===== config.mk =====
export PLATFORM = sky130hd
export DESIGN_NAME = sot_cell
export DESIGN_NICKNAME = d
export VERILOG_FILES = /design/src/hdl/sot_pkg.sv /design/src/hdl/sot_cell.sv
export SDC_FILE = /design/constraint.sdc
export NUM_CORES = 1
export LEC_CHECK = 0
export BUFFER_PORTS_ARGS = -buffer_cell sky130_fd_sc_hd__buf_4
export CORE_AREA = 2 2 159 161
export DETAILED_ROUTE_END_ITERATION = 10
export DIE_AREA = 0 0 161 163
export SYNTH_ARGS = -nofsm -noshare
export SYNTH_HDL_FRONTEND = slang
export SYNTH_SLANG_ARGS = --single-unit

===== constraint.sdc =====
create_clock -name clk -period 9.85 [get_ports clk]
set_input_delay 0.985 -clock clk [delete_from_list [all_inputs] [get_ports clk]]
set_output_delay 0.985 -clock clk [all_outputs]
set_load 0.02 [all_outputs]

===== src/hdl/sot_pkg.sv =====
// Shared types and constants for the sorted order table.
// Used by every module of the table; no dependencies.
package sot_pkg;

    localparam int TABLE_DEPTH  = 1024;
    localparam int IDX_W        = $clog2(TABLE_DEPTH);
    localparam int CNT_W        = $clog2(TABLE_DEPTH + 1);
    localparam int GROUP_SIZE   = 32;
    localparam int GSEL_W       = $clog2(GROUP_SIZE);
    localparam int NUM_GROUPS   = TABLE_DEPTH / GROUP_SIZE;

    localparam int SP_W         = 8;
    localparam int ITEM_W       = 16;
    localparam int SIZE_W       = 32;
    localparam int QTY_IN_W     = 32;
    localparam int QTY_W        = 31;
    localparam int KEY_W        = SP_W + 2 * ITEM_W;

    localparam int IN_TDATA_W   = 152;
    localparam int OUT_TDATA_W  = 160;

    localparam logic REQ_INSERT = 1'b0;
    localparam logic REQ_READ   = 1'b1;

    typedef struct packed {
        logic [SP_W-1:0]   sp;
        logic [ITEM_W-1:0] supp;
        logic [ITEM_W-1:0] stock;
        logic [ITEM_W-1:0] link;
        logic [ITEM_W-1:0] du_items;
        logic [SIZE_W-1:0] du_size;
        logic [QTY_W-1:0]  qty;
    } entry_t;

    typedef struct packed {
        logic cmp_en;
        logic write_en;
    } cell_ctrl_t;

    function automatic logic [KEY_W-1:0] entry_key(input entry_t e);
        return {e.sp, e.supp, e.stock};
    endfunction

endpackage


===== src/hdl/sot_cell.sv =====
// One table cell: holds one entry, compares it with the incoming key
// and shifts from its lower neighbor on insert. Depends on sot_pkg.
module sot_cell
(
    input  logic                clk,
    input  logic                rst_n,
    input  sot_pkg::cell_ctrl_t ctrl,
    input  logic                occupied,
    input  sot_pkg::entry_t     new_entry,
    input  sot_pkg::entry_t     prev_entry,
    input  logic                prev_after,
    output sot_pkg::entry_t     entry,
    output logic                after
);

    sot_pkg::entry_t entry_reg;
    sot_pkg::entry_t entry_next;
    logic            after_reg;
    logic            after_next;

    always_comb
    begin
        after_next = after_reg;
        if (ctrl.cmp_en)
        begin
            after_next = !occupied ||
                (sot_pkg::entry_key(entry_reg) > sot_pkg::entry_key(new_entry));
        end
    end

    always_comb
    begin
        entry_next = entry_reg;
        if (ctrl.write_en && after_reg)
        begin
            entry_next = prev_after ? prev_entry : new_entry;
        end
    end

    always_ff @(posedge clk or negedge rst_n)
    begin
        if (!rst_n)
        begin
            after_reg <= 1'b0;
        end
        else
        begin
            after_reg <= after_next;
        end
    end

    always_ff @(posedge clk)
    begin
        entry_reg <= entry_next;
    end

    assign entry = entry_reg;
    assign after = after_reg;

endmodule


==> results of run 1 <==
## stage by stage
step / instance area (µm²) / total power [W] / setup slack [ns]
finish: 10700 / 0.00171 / 7.11
global route: 10700 / 0.00178 / 7.02
CTS: 10700 / 0.00173 / 7.10
detailed placement: 10100 / 0.00106 / 6.66
global placement: 10100 / 0.00106 / 6.69
floorplan: 6660 / 0.000882 / 5.28
## kinds of logic after synthesis
| family | Yosys count |
|---|---|
| flip-flops | 136 |
| multiplexers | 96 |
| AO/OA/AOI/OAI | 75 |
| AND/OR/NAND/NOR | 71 |
| buffers and inverters | 60 |
| adder cells (fa/ha/maj) | 40 |
## placed cells by master, fill, tap and decap left out, types with 2 or more instances in the layout
cell type and count:
nand3_1 2, edfxtp_1 135, a211oi_1 2, clkinv_4 4
buf_4 412, nand4_2 4, nand4_1 4, o211ai_1 2
nor4_4 2, nor2_1 3, clkinvlp_4 2, o21ai_0 44
nand2_1 52, clkbuf_16 17, ha_1 40, mux2_2 14
bufinv_16 3, a21oi_1 19, inv_6 3, mux2_1 82
inv_1 41, o21ai_1 4
## power groups by stage
stage / sequential [W] / combinational [W] / clock (W)
final: 0.000716 / 0.000329 / 0.000662
after global routing: 0.000721 / 0.000357 / 0.000704
after CTS: 0.000717 / 0.000336 / 0.000681
after detailed placement: 0.000729 / 0.000334 / 0
after global placement: 0.000727 / 0.000331 / 0
after floorplan: 0.000786 / 0.0000960 / 0
## cell type report
class | instances | area (µm²)
well taps | 330 | 413
inverters | 41 | 154
multi-input cells | 282 | 2340
clock buffers | 18 | 429
fillers | 2413 | 14000
flip-flops and latches | 136 | 4080
repair buffers | 413 | 3100
clock inverters | 13 | 171
diodes | 1 | 2.50
## per-layer routing
| metal | part of all wire (%) | up-vias | wire, µm |
|---|---|---|---|
| li1 | - | 2594 | - |
| met5 | 0 | - | 0 |
| met1 | 40 | 2459 | 8260 |
| met4 | 1.5 | 0 | 307 |
| met3 | 10 | 17 | 2140 |
| met2 | 49 | 257 | 10200 |
## worst max-delay path, stage by stage
cell and delay, ns:
buf_4 0.08, and2_4 0.65, buf_4 0.91
## worst min path at each step
stage,start,endpoint,slack (ns),cells past startpoint
floorplan,after$_DFFE_PN0P_,after$_DFFE_PN0P_,0.64,2
global placement,after$_DFFE_PN0P_,after$_DFFE_PN0P_,0.61,2
detailed placement,after$_DFFE_PN0P_,after$_DFFE_PN0P_,0.59,2
CTS,rst_n,after$_DFFE_PN0P_,0.32,1
global route,rst_n,after$_DFFE_PN0P_,0.31,1
finish,rst_n,after$_DFFE_PN0P_,0.34,1
==> results.py, run 1 <==
metrics = {
    "synth": {
        "ys_top_cells_by_count": "edfxtp_1 (135), mux2_1 (82), nand2_1 (52)",
        "synth.most_common_cell": "edfxtp_1",
        "synth_top_area_share_pct": 60.9,
        "synth_edf_count": 135,
        "synth_adder_area_share_pct": 7.52,
        "synthMuxAreaShare_pct": 16.2,
        "synth_top_area_cell": "edfxtp_1",
        "synthCells": 478,
        "synth_compound_area_share_pct": 5.98,
        "synth_fp_nets": 794,
        "synth_cell_types": 28,
        "synthTopCellsByArea": "edfxtp_1 (61%), mux2_1 (14%), ha_1 (7.5%), o21ai_0 (3.3%), nand2_1 (2.9%)",
        "ys_seq_area_share_pct": 61.3,
        "ys_warn_count": 0,
        "ys_ff_latch": 136,
        "syn_avg_cell_area_um2": 13.9,
        "synth_flop_cell": "edfxtp_1",
        "synth_top_family_by_area": "multiplexers",
        "async_reset_ff_share_pct": 0.735,
        "synth-xor-area-share_pct": 0,
        "syn_area_um2": 6660,
        "yosys.area_share.simple_pct": 5.43,
    },
    "run": {
        "drv_cap": 0,
    },
    "drt": {
        "drt_iter0_drc": 276,
        "route.antenna.remaining_nets": 0,
        "dr.pass1.iters": 4,
        "vias_per_cell": 4.32,
        "wl_um": 20900,
        "vias": 5327,
        "drc": 0,
        "detail_route.wl_per_cell_um": 16.9,
    },
    "power": {
        "p_leak_nw": 4.77,
        "p_sw_w": 0.000443,
        "p_int_w": 0.00126,
        "switching_share_pct": 26.0,
        "p_comb_share_pct": 19.3,
        "irDropWorstVdd_v": 0.0000888,
        "pwr-share-seq_pct": 42.0,
        "power_density_nw_per_um2": 160,
        "p_clk_share_pct": 38.8,
    },
    "global_routing": {
        "gr-max-usage-layer": "met2",
        "grtUsageMet1_pct": 18.4,
        "grt_start_max_net_pins": 92,
        "grt_use_met3_pct": 6.54,
        "grt_pass1_wl_um": 31100,
        "grt_pass1_vias": 5586,
        "grt.total_usage_pct": 15.6,
        "grt_overflow": 0,
        "grt_util_met2_pct": 26.2,
        "antenna_found_initial": 1,
    },
    "critical_path": {
        "cp-start-kind": "primary input",
        "worstSetupPathType": "primary input to flop",
        "cp_max_fo": 76,
        "rr_startpoint": "after$_DFFE_PN0P_",
        "crit_path_start": "ctrl[0]",
        "r2r_end": "entry[95]$_DFFE_PP_",
        "crit_path_end": "entry[95]$_DFFE_PP_",
        "crit_required_ns": 9.87,
        "cp-end-kind": "flop",
        "reg2reg_depth": 2,
        "critPathArrivalTime_ns": 2.77,
        "worst-r2r-setup-slack_ns": 7.36,
    },
    "sta": {
        "tightest_slew_ns": 1.03,
        "setup-tns-final_ns": 0,
        "fmaxAchievable_mhz": 364,
        "rsz0062_at_grt": "no",
        "finalHoldViolCount": 0,
        "finalClockSkew_ns": 0.00891,
        "worst_hold_slack_ns": 0.343,
        "fin_crit_sh_pct": 27.9,
        "slew-limit-headroom_pct": 31.6,
        "setup_viol": 0,
        "fin_crit_ns": 2.74,
        "drv_slew": 0,
    },
    "floorplanning": {
        "die_w_um": 161,
        "fp-row-count": 58,
        "coreArea_um2": 24700,
        "die_h_um": 163,
        "die-area_um2": 26200,
        "start_util_pct": 27.0,
        "top_level_ports": 412,
    },
    "cts": {
        "clk_pin_slew_ns": 0.06,
        "root_buffer": "clkbuf_16",
        "cts_num_sinks": 136,
        "cts_tree": "built",
        "clock_latency_ns": 0.41,
        "cts_made_buffers": 17,
        "hold_buffers": 0,
        "cts_setup_buffers": 0,
        "cts_max_level": 4,
        "clk_path_buf_depth": 2,
        "cts_resized": 0,
    },
    "placement": {
        "place_inst": 1202,
        "gp_congestion": 0.795,
        "dp_hpwl_um": 16500,
        "numPortBuffers": 411,
    },
    "layout": {
        "drive_gt1_share_pct": 51.6,
        "fin_util_pct": 43.4,
        "area_delta_synth_final_pct": 60.7,
        "nets": 1207,
        "layoutNonFillerInstCount": 1234,
        "largest_reg_flops": 135,
    },
    "outcome": {
        "status": "complete, no violations",
    },
    "hold_path": {
        "worstHoldPathType": "primary input to asynchronous set/reset pin",
    },
}
Power figures use the tool's default switching activity.
==> run 2, diff against run 1 <==
- clock period: 9.85 -> 2.35 ns (I/O delays scaled with it)
==> results.py, run 2 (same netlist as run 1, synthesis figures left out) <==
metrics = {
    "hold_path": {
        "holdPathStages": 3,
        "worstHoldPathType": "primary input to flop",
    },
    "layout": {
        "n_antenna_cell": 0,
        "drive_gt1_share_pct": 51.8,
        "fin_util_pct": 43.8,
        "area_delta_synth_final_pct": 62.2,
        "nets": 1213,
        "stdcell_area_um2": 10800,
        "layoutNonFillerInstCount": 1240,
        "final_cell_mix": "buf_4 (411), edfxtp_1 (135), mux2_1 (82)",
        "largest_reg_flops": 135,
        "final_common_cell": "buf_4",
    },
    "floorplanning": {
        "fp-row-count": 58,
        "die-area_um2": 26200,
        "top_level_ports": 412,
        "coreArea_um2": 24700,
        "start_util_pct": 27.0,
        "die_h_um": 163,
        "die_w_um": 161,
    },
    "cts": {
        "cts_num_sinks": 136,
        "cts_made_buffers": 17,
        "cts_resized": 0,
        "clock_latency_ns": 0.41,
        "cts_max_level": 4,
        "clk_pin_slew_ns": 0.06,
        "root_buffer": "clkbuf_16",
        "cts_tree": "built",
        "clk_path_buf_depth": 2,
    },
    "critical_path": {
        "cp-end-kind": "flop",
        "worstSetupPathType": "flop to flop",
        "slowest_delay_ns": 0.39,
        "critPathSlowestCell": "edfxtp_1",
        "reg2reg_depth": 6,
        "crit_chain": "ha_1, nand4_2, nor4_4, nand3_2, o31ai_1, o21ai_1",
        "critPathArrivalTime_ns": 2.14,
        "cp_max_fo": 3,
        "worst-path-buf-inv": 0,
        "crit_required_ns": 2.64,
        "critPathTopFamily": "simple AND/OR/NAND/NOR gates",
        "crit_cells": 6,
        "cp-start-kind": "flop",
    },
    "power": {
        "irDropWorstVdd_v": 0.000409,
        "power_density_nw_per_um2": 655,
        "power_w": 0.00707,
        "p_leak_nw": 4.81,
    },
    "drt": {
        "drt_iter0_drc": 210,
        "vias_per_cell": 4.39,
        "wl_um": 20500,
        "route.antenna.remaining_nets": 0,
        "dr.pass1.iters": 4,
        "drc": 0,
        "vias": 5439,
        "detail_route.wl_per_cell_um": 16.6,
    },
    "placement": {
        "place_inst": 1207,
        "numPortBuffers": 411,
        "placed_cell_area_um2": 10200,
        "gp_congestion": 0.820,
        "dp_hpwl_um": 16300,
    },
    "sta": {
        "fin_crit_ns": 1.84,
        "fmaxAchievable_mhz": 542,
        "slew-limit-headroom_pct": 62.7,
        "finalClockSkew_ns": 0.00538,
        "rsz0062_at_grt": "no",
        "setup-tns-final_ns": 0,
        "finalHoldViolCount": 0,
        "tightest_slew_ns": 0.560,
        "setup_viol": 0,
        "fin_crit_sh_pct": 78.5,
        "drv_slew": 0,
    },
    "global_routing": {
        "grt_start_max_net_pins": 78,
        "grt.total_usage_pct": 15.3,
        "grt_pass1_vias": 5603,
        "grt_overflow": 0,
        "antenna_found_initial": 0,
        "grt_pass1_wl_um": 30700,
    },
    "run": {
        "drv_cap": 0,
    },
    "outcome": {
        "status": "complete, no violations",
    },
}
[run 2: cell count changes in the layout (fill, tap and decap cells not counted), sizes merged]
cell,delta
inv,-1
diode,-1
dlygate4sd3,+1
bufinv,-1
clkinvlp,+2
clkbuf,+1
buf,+5
[run 2: through the flow]
step | setup slack, ns | hold slack (ns)
2_1_floorplan | 0.446 | -0.0606
3_3_place_gp | 0.491 | 0.0110
3_5_place_dp | 0.478 | 0.0138
4_1_cts | 0.477 | 0.0676
5_1_grt | 0.361 | 0.0770
6_report | 0.505 | 0.0960
[run 2: area by class of cell]
class	count	area, µm²
Clock buffer	19	433
Tap cell	330	413
Multi-Input combinational cell	282	2340
Timing Repair Buffer	419	3230
Sequential cell	136	4080
Inverter	41	154
Fill cell	2379	13900
Clock inverter	13	148
[run 2: what timing repair did]
action	4_1_cts	5_1_grt
hold buffers	1	0
buffers inserted	0	0
hold endpoints to repair	1	0
[run 2: path summary, 6_finish.rpt]
check | from | to | slack [ns]
worst max-delay path | entry[134]$_DFFE_PP_ | after$_DFFE_PN0P_ | 0.51
worst min register to register | after$_DFFE_PN0P_ | after$_DFFE_PN0P_ | 0.60
max in group asynchronous | rst_n | after$_DFFE_PN0P_ | 2.13
worst min-delay path | ctrl[1] | after$_DFFE_PN0P_ | 0.1
worst max register to register | entry[134]$_DFFE_PP_ | after$_DFFE_PN0P_ | 0.51
min in group asynchronous | rst_n | after$_DFFE_PN0P_ | 0.14
[run 2: worst min-delay path: stages]
cell	delay, ns
buf_4	0.12
o31ai_1	0.06
o21ai_1	0.05
[run 2: power breakdown]
part | switching [W] | total, W | internal (W)
sequential | 0.0000692 | 0.00299 | 0.00292
combinational | 0.000702 | 0.00142 | 0.000718
clock | 0.00109 | 0.00266 | 0.00157
[run 2: layer usage]
layer / global-route usage (%) / routed length (µm)
met1: 18.0 / 8060
met3: 5.86 / 1880
met4: 4.75 / 397
met5: 0 / 0
met2: 25.8 / 10200
==> run 3, diff against run 2 <==
- ABC_AREA: default -> 1
- CORE_AREA: 2 2 159 161 -> 2 2 161 163
- DIE_AREA: 0 0 161 163 -> 0 0 163 165
- clock period: 2.35 -> 1.6 ns (I/O delays scaled with it)
==> results.py, run 3 <==
metrics = {
    "outcome": {
        "status": "complete, but fails checks",
        "violations": "negative setup slack",
    },
    "critical_path": {
        "reg2reg_depth": 10,
        "cp-end-kind": "flop",
        "crit_required_ns": 1.94,
        "critPathArrivalTime_ns": 1.95,
        "worstSetupPathType": "flop to flop",
        "worst-r2r-setup-slack_ns": -0.02,
        "cp-start-kind": "flop",
        "r2r_end": "after$_DFFE_PN0P_",
        "cp_max_fo": 2,
        "rr_startpoint": "entry[132]$_DFFE_PP_",
    },
    "synth": {
        "synth_cell_types": 26,
        "synth_fp_nets": 837,
        "synthTopCellsByArea": "edfxtp_1 (60%), mux2_2 (12%), ha_1 (7.4%), nand2_1 (5.1%), mux2_1 (4.2%)",
        "synth_edf_count": 135,
        "synthCells": 521,
        "syn_avg_cell_area_um2": 13.0,
        "ys_top_cells_by_count": "edfxtp_1 (135), nand2_1 (91), mux2_2 (71)",
        "ys_warn_count": 0,
        "async_reset_ff_share_pct": 0.735,
        "synth_top_area_share_pct": 60.0,
        "ys_seq_area_share_pct": 60.4,
        "synth_flop_cell": "edfxtp_1",
        "syn_area_um2": 6760,
        "synth_top_area_cell": "edfxtp_1",
        "synth.most_common_cell": "edfxtp_1",
        "ys_ff_latch": 136,
    },
    "global_routing": {
        "gr-max-usage-layer": "met2",
        "antenna_found_initial": 0,
        "grtUsageMet1_pct": 18.4,
        "grt_pass1_wl_um": 32300,
        "grt.total_usage_pct": 16.0,
        "grt_pass1_vias": 5765,
        "grt_use_met3_pct": 5.68,
        "grt_util_met2_pct": 27.9,
        "grt_overflow": 0,
        "grt_start_max_net_pins": 66,
    },
    "sta": {
        "fin_crit_sh_pct": 101,
        "fmaxAchievable_mhz": 619,
        "finalHoldViolCount": 0,
        "setup_ws_ns": -0.0155,
        "fin_crit_ns": 1.62,
        "drv_slew": 0,
        "finalClockSkew_ns": 0.0107,
        "setup_viol": 1,
        "rsz0062_at_grt": "yes",
        "tightest_slew_ns": 0.402,
        "setup-tns-final_ns": -0.0155,
        "slew-limit-headroom_pct": 73.2,
    },
    "layout": {
        "fin_util_pct": 44.8,
        "final_cell_mix": "buf_4 (426), edfxtp_1 (135), nand2_1 (87)",
        "fillers": 2380,
        "drive_gt1_share_pct": 57.8,
        "area_delta_synth_final_pct": 66.0,
        "seq_area_um2": 4080,
        "multiInputGateArea_um2": 2460,
        "nets": 1280,
        "largest_reg_flops": 135,
        "final_common_cell": "buf_4",
        "n_antenna_cell": 0,
    },
    "placement": {
        "dp_hpwl_um": 18100,
        "numPortBuffers": 411,
        "gp_congestion": 0.783,
    },
    "cts": {
        "cts_tree": "built",
        "clock_latency_ns": 0.42,
        "cts_max_level": 4,
        "clk_path_buf_depth": 2,
        "clk_pin_slew_ns": 0.06,
        "root_buffer": "clkbuf_16",
        "cts_num_sinks": 136,
        "cts_made_buffers": 17,
    },
    "hold_path": {
        "min_to": "entry[17]$_DFFE_PP_",
        "worstHoldPathType": "primary input to flop",
        "holdPathStages": 2,
        "min-delay-start": "new_entry[17]",
    },
    "power": {
        "p_leak_nw": 5.08,
        "irDropWorstVdd_v": 0.000589,
        "power_w": 0.0107,
        "power_density_nw_per_um2": 952,
    },
    "drt": {
        "dr.pass1.iters": 5,
        "route.antenna.remaining_nets": 0,
        "drc": 0,
        "vias": 5535,
        "drt_iter0_drc": 226,
        "wl_um": 22200,
        "vias_per_cell": 4.24,
        "detail_route.wl_per_cell_um": 17.0,
    },
    "floorplanning": {
        "die_h_um": 165,
        "coreArea_um2": 25000,
        "die_w_um": 163,
        "die-area_um2": 26900,
        "top_level_ports": 412,
        "start_util_pct": 27.0,
        "fp-row-count": 58,
    },
    "run": {
        "drv_cap": 0,
    },
}
==> run 3: cell count changes in the layout (fill, tap and decap cells not counted), moves of 12 or more <==
cell | before | now
nand2_1 | 52 | 87
inv_1 | 41 | 53
mux2_2 | 14 | 71
buf_4 | 411 | 426
mux2_1 | 82 | 25
==> run 3: layout make-up <==
type / count / area share (%)
Clock buffer: 18 / 3.82
Clock inverter: 13 / 1.30
Inverter: 57 / 1.94
Multi-Input combinational cell: 309 / 22.0
Sequential cell: 136 / 36.4
Tap cell: 330 / 3.68
Timing Repair Buffer: 443 / 30.9
==> run 3: worst max-delay path by stage <==
stage                               from                 end  slack, ns  cells past startpoint
global placement    entry[114]$_DFFE_PP_   after$_DFFE_PN0P_      -0.04                     11
global route        entry[118]$_DFFE_PP_   after$_DFFE_PN0P_      -0.11                     11
floorplan              after$_DFFE_PN0P_  entry[0]$_DFFE_PP_      -1.31                      2
detailed placement  entry[118]$_DFFE_PP_   after$_DFFE_PN0P_      -0.15                     11
finish              entry[132]$_DFFE_PP_   after$_DFFE_PN0P_      -0.02                     10
CTS                 entry[114]$_DFFE_PP_   after$_DFFE_PN0P_      -0.07                     11
==> run 3: report_power, final <==
| part | switching, W | internal (W) |
|---|---|---|
| Combinational | 0.00114 | 0.00121 |
| Clock | 0.00160 | 0.00230 |
| Sequential | 0.000114 | 0.00432 |
==> run 3: metrics by stage <==
step | cells | cell area (µm²) | hold WS, ns | setup slack, ns
after floorplan | 521 | 6770 | -0.136 | -1.31
after global placement | 1266 | 10500 | -0.0612 | -0.0396
after detailed placement | 1266 | 10500 | -0.0576 | -0.149
after CTS | 1304 | 11100 | 0.000189 | -0.0673
after global routing | 1306 | 11200 | 0.00913 | -0.109
final | 1306 | 11200 | 0.0248 | -0.0155
==> run 3: what timing repair did <==
| item | 4_1_cts | 5_1_grt |
|---|---|---|
| endpoints found under the setup margin | 1 | 1 |
| gates resized for setup | 3 | 11 |
| pin swaps | 0 | 3 |
| hold buffers | 6 | 0 |
| buffers inserted | 1 | 2 |
| hold endpoints to repair | 6 | 0 |
==> run 3: worst max-delay path: stages (launching register included) <==
cell	delay, ns
edfxtp_1	0.43
ha_4	0.29
nand2_1	0.06
nor2_2	0.12
and2_4	0.17
nand3_4	0.07
nor2_4	0.12
nand2_2	0.05
nand3_2	0.07
nand2_2	0.05
a21oi_2	0.11
==> run 3: logic make-up after synthesis <==
| kind of cell | Yosys count | share of synthesized area, % |
|---|---|---|
| adders and majority gates | 40 | 7.41 |
| and+or+nand+nor | 113 | 7.15 |
| AOI/OAI and AO/OA | 60 | 4.65 |
| buffers and inverters | 76 | 4.44 |
| DFF | 136 | 60.4 |
| muxes | 96 | 16.0 |
==> run 3: metal layers <==
layer  part of all wire (%)  vias to the layer above
met4                    1.5                        0
li1                       -                     2733
met3                    8.6                       18
met5                      0                        -
met1                     38                     2560
met2                     52                      224
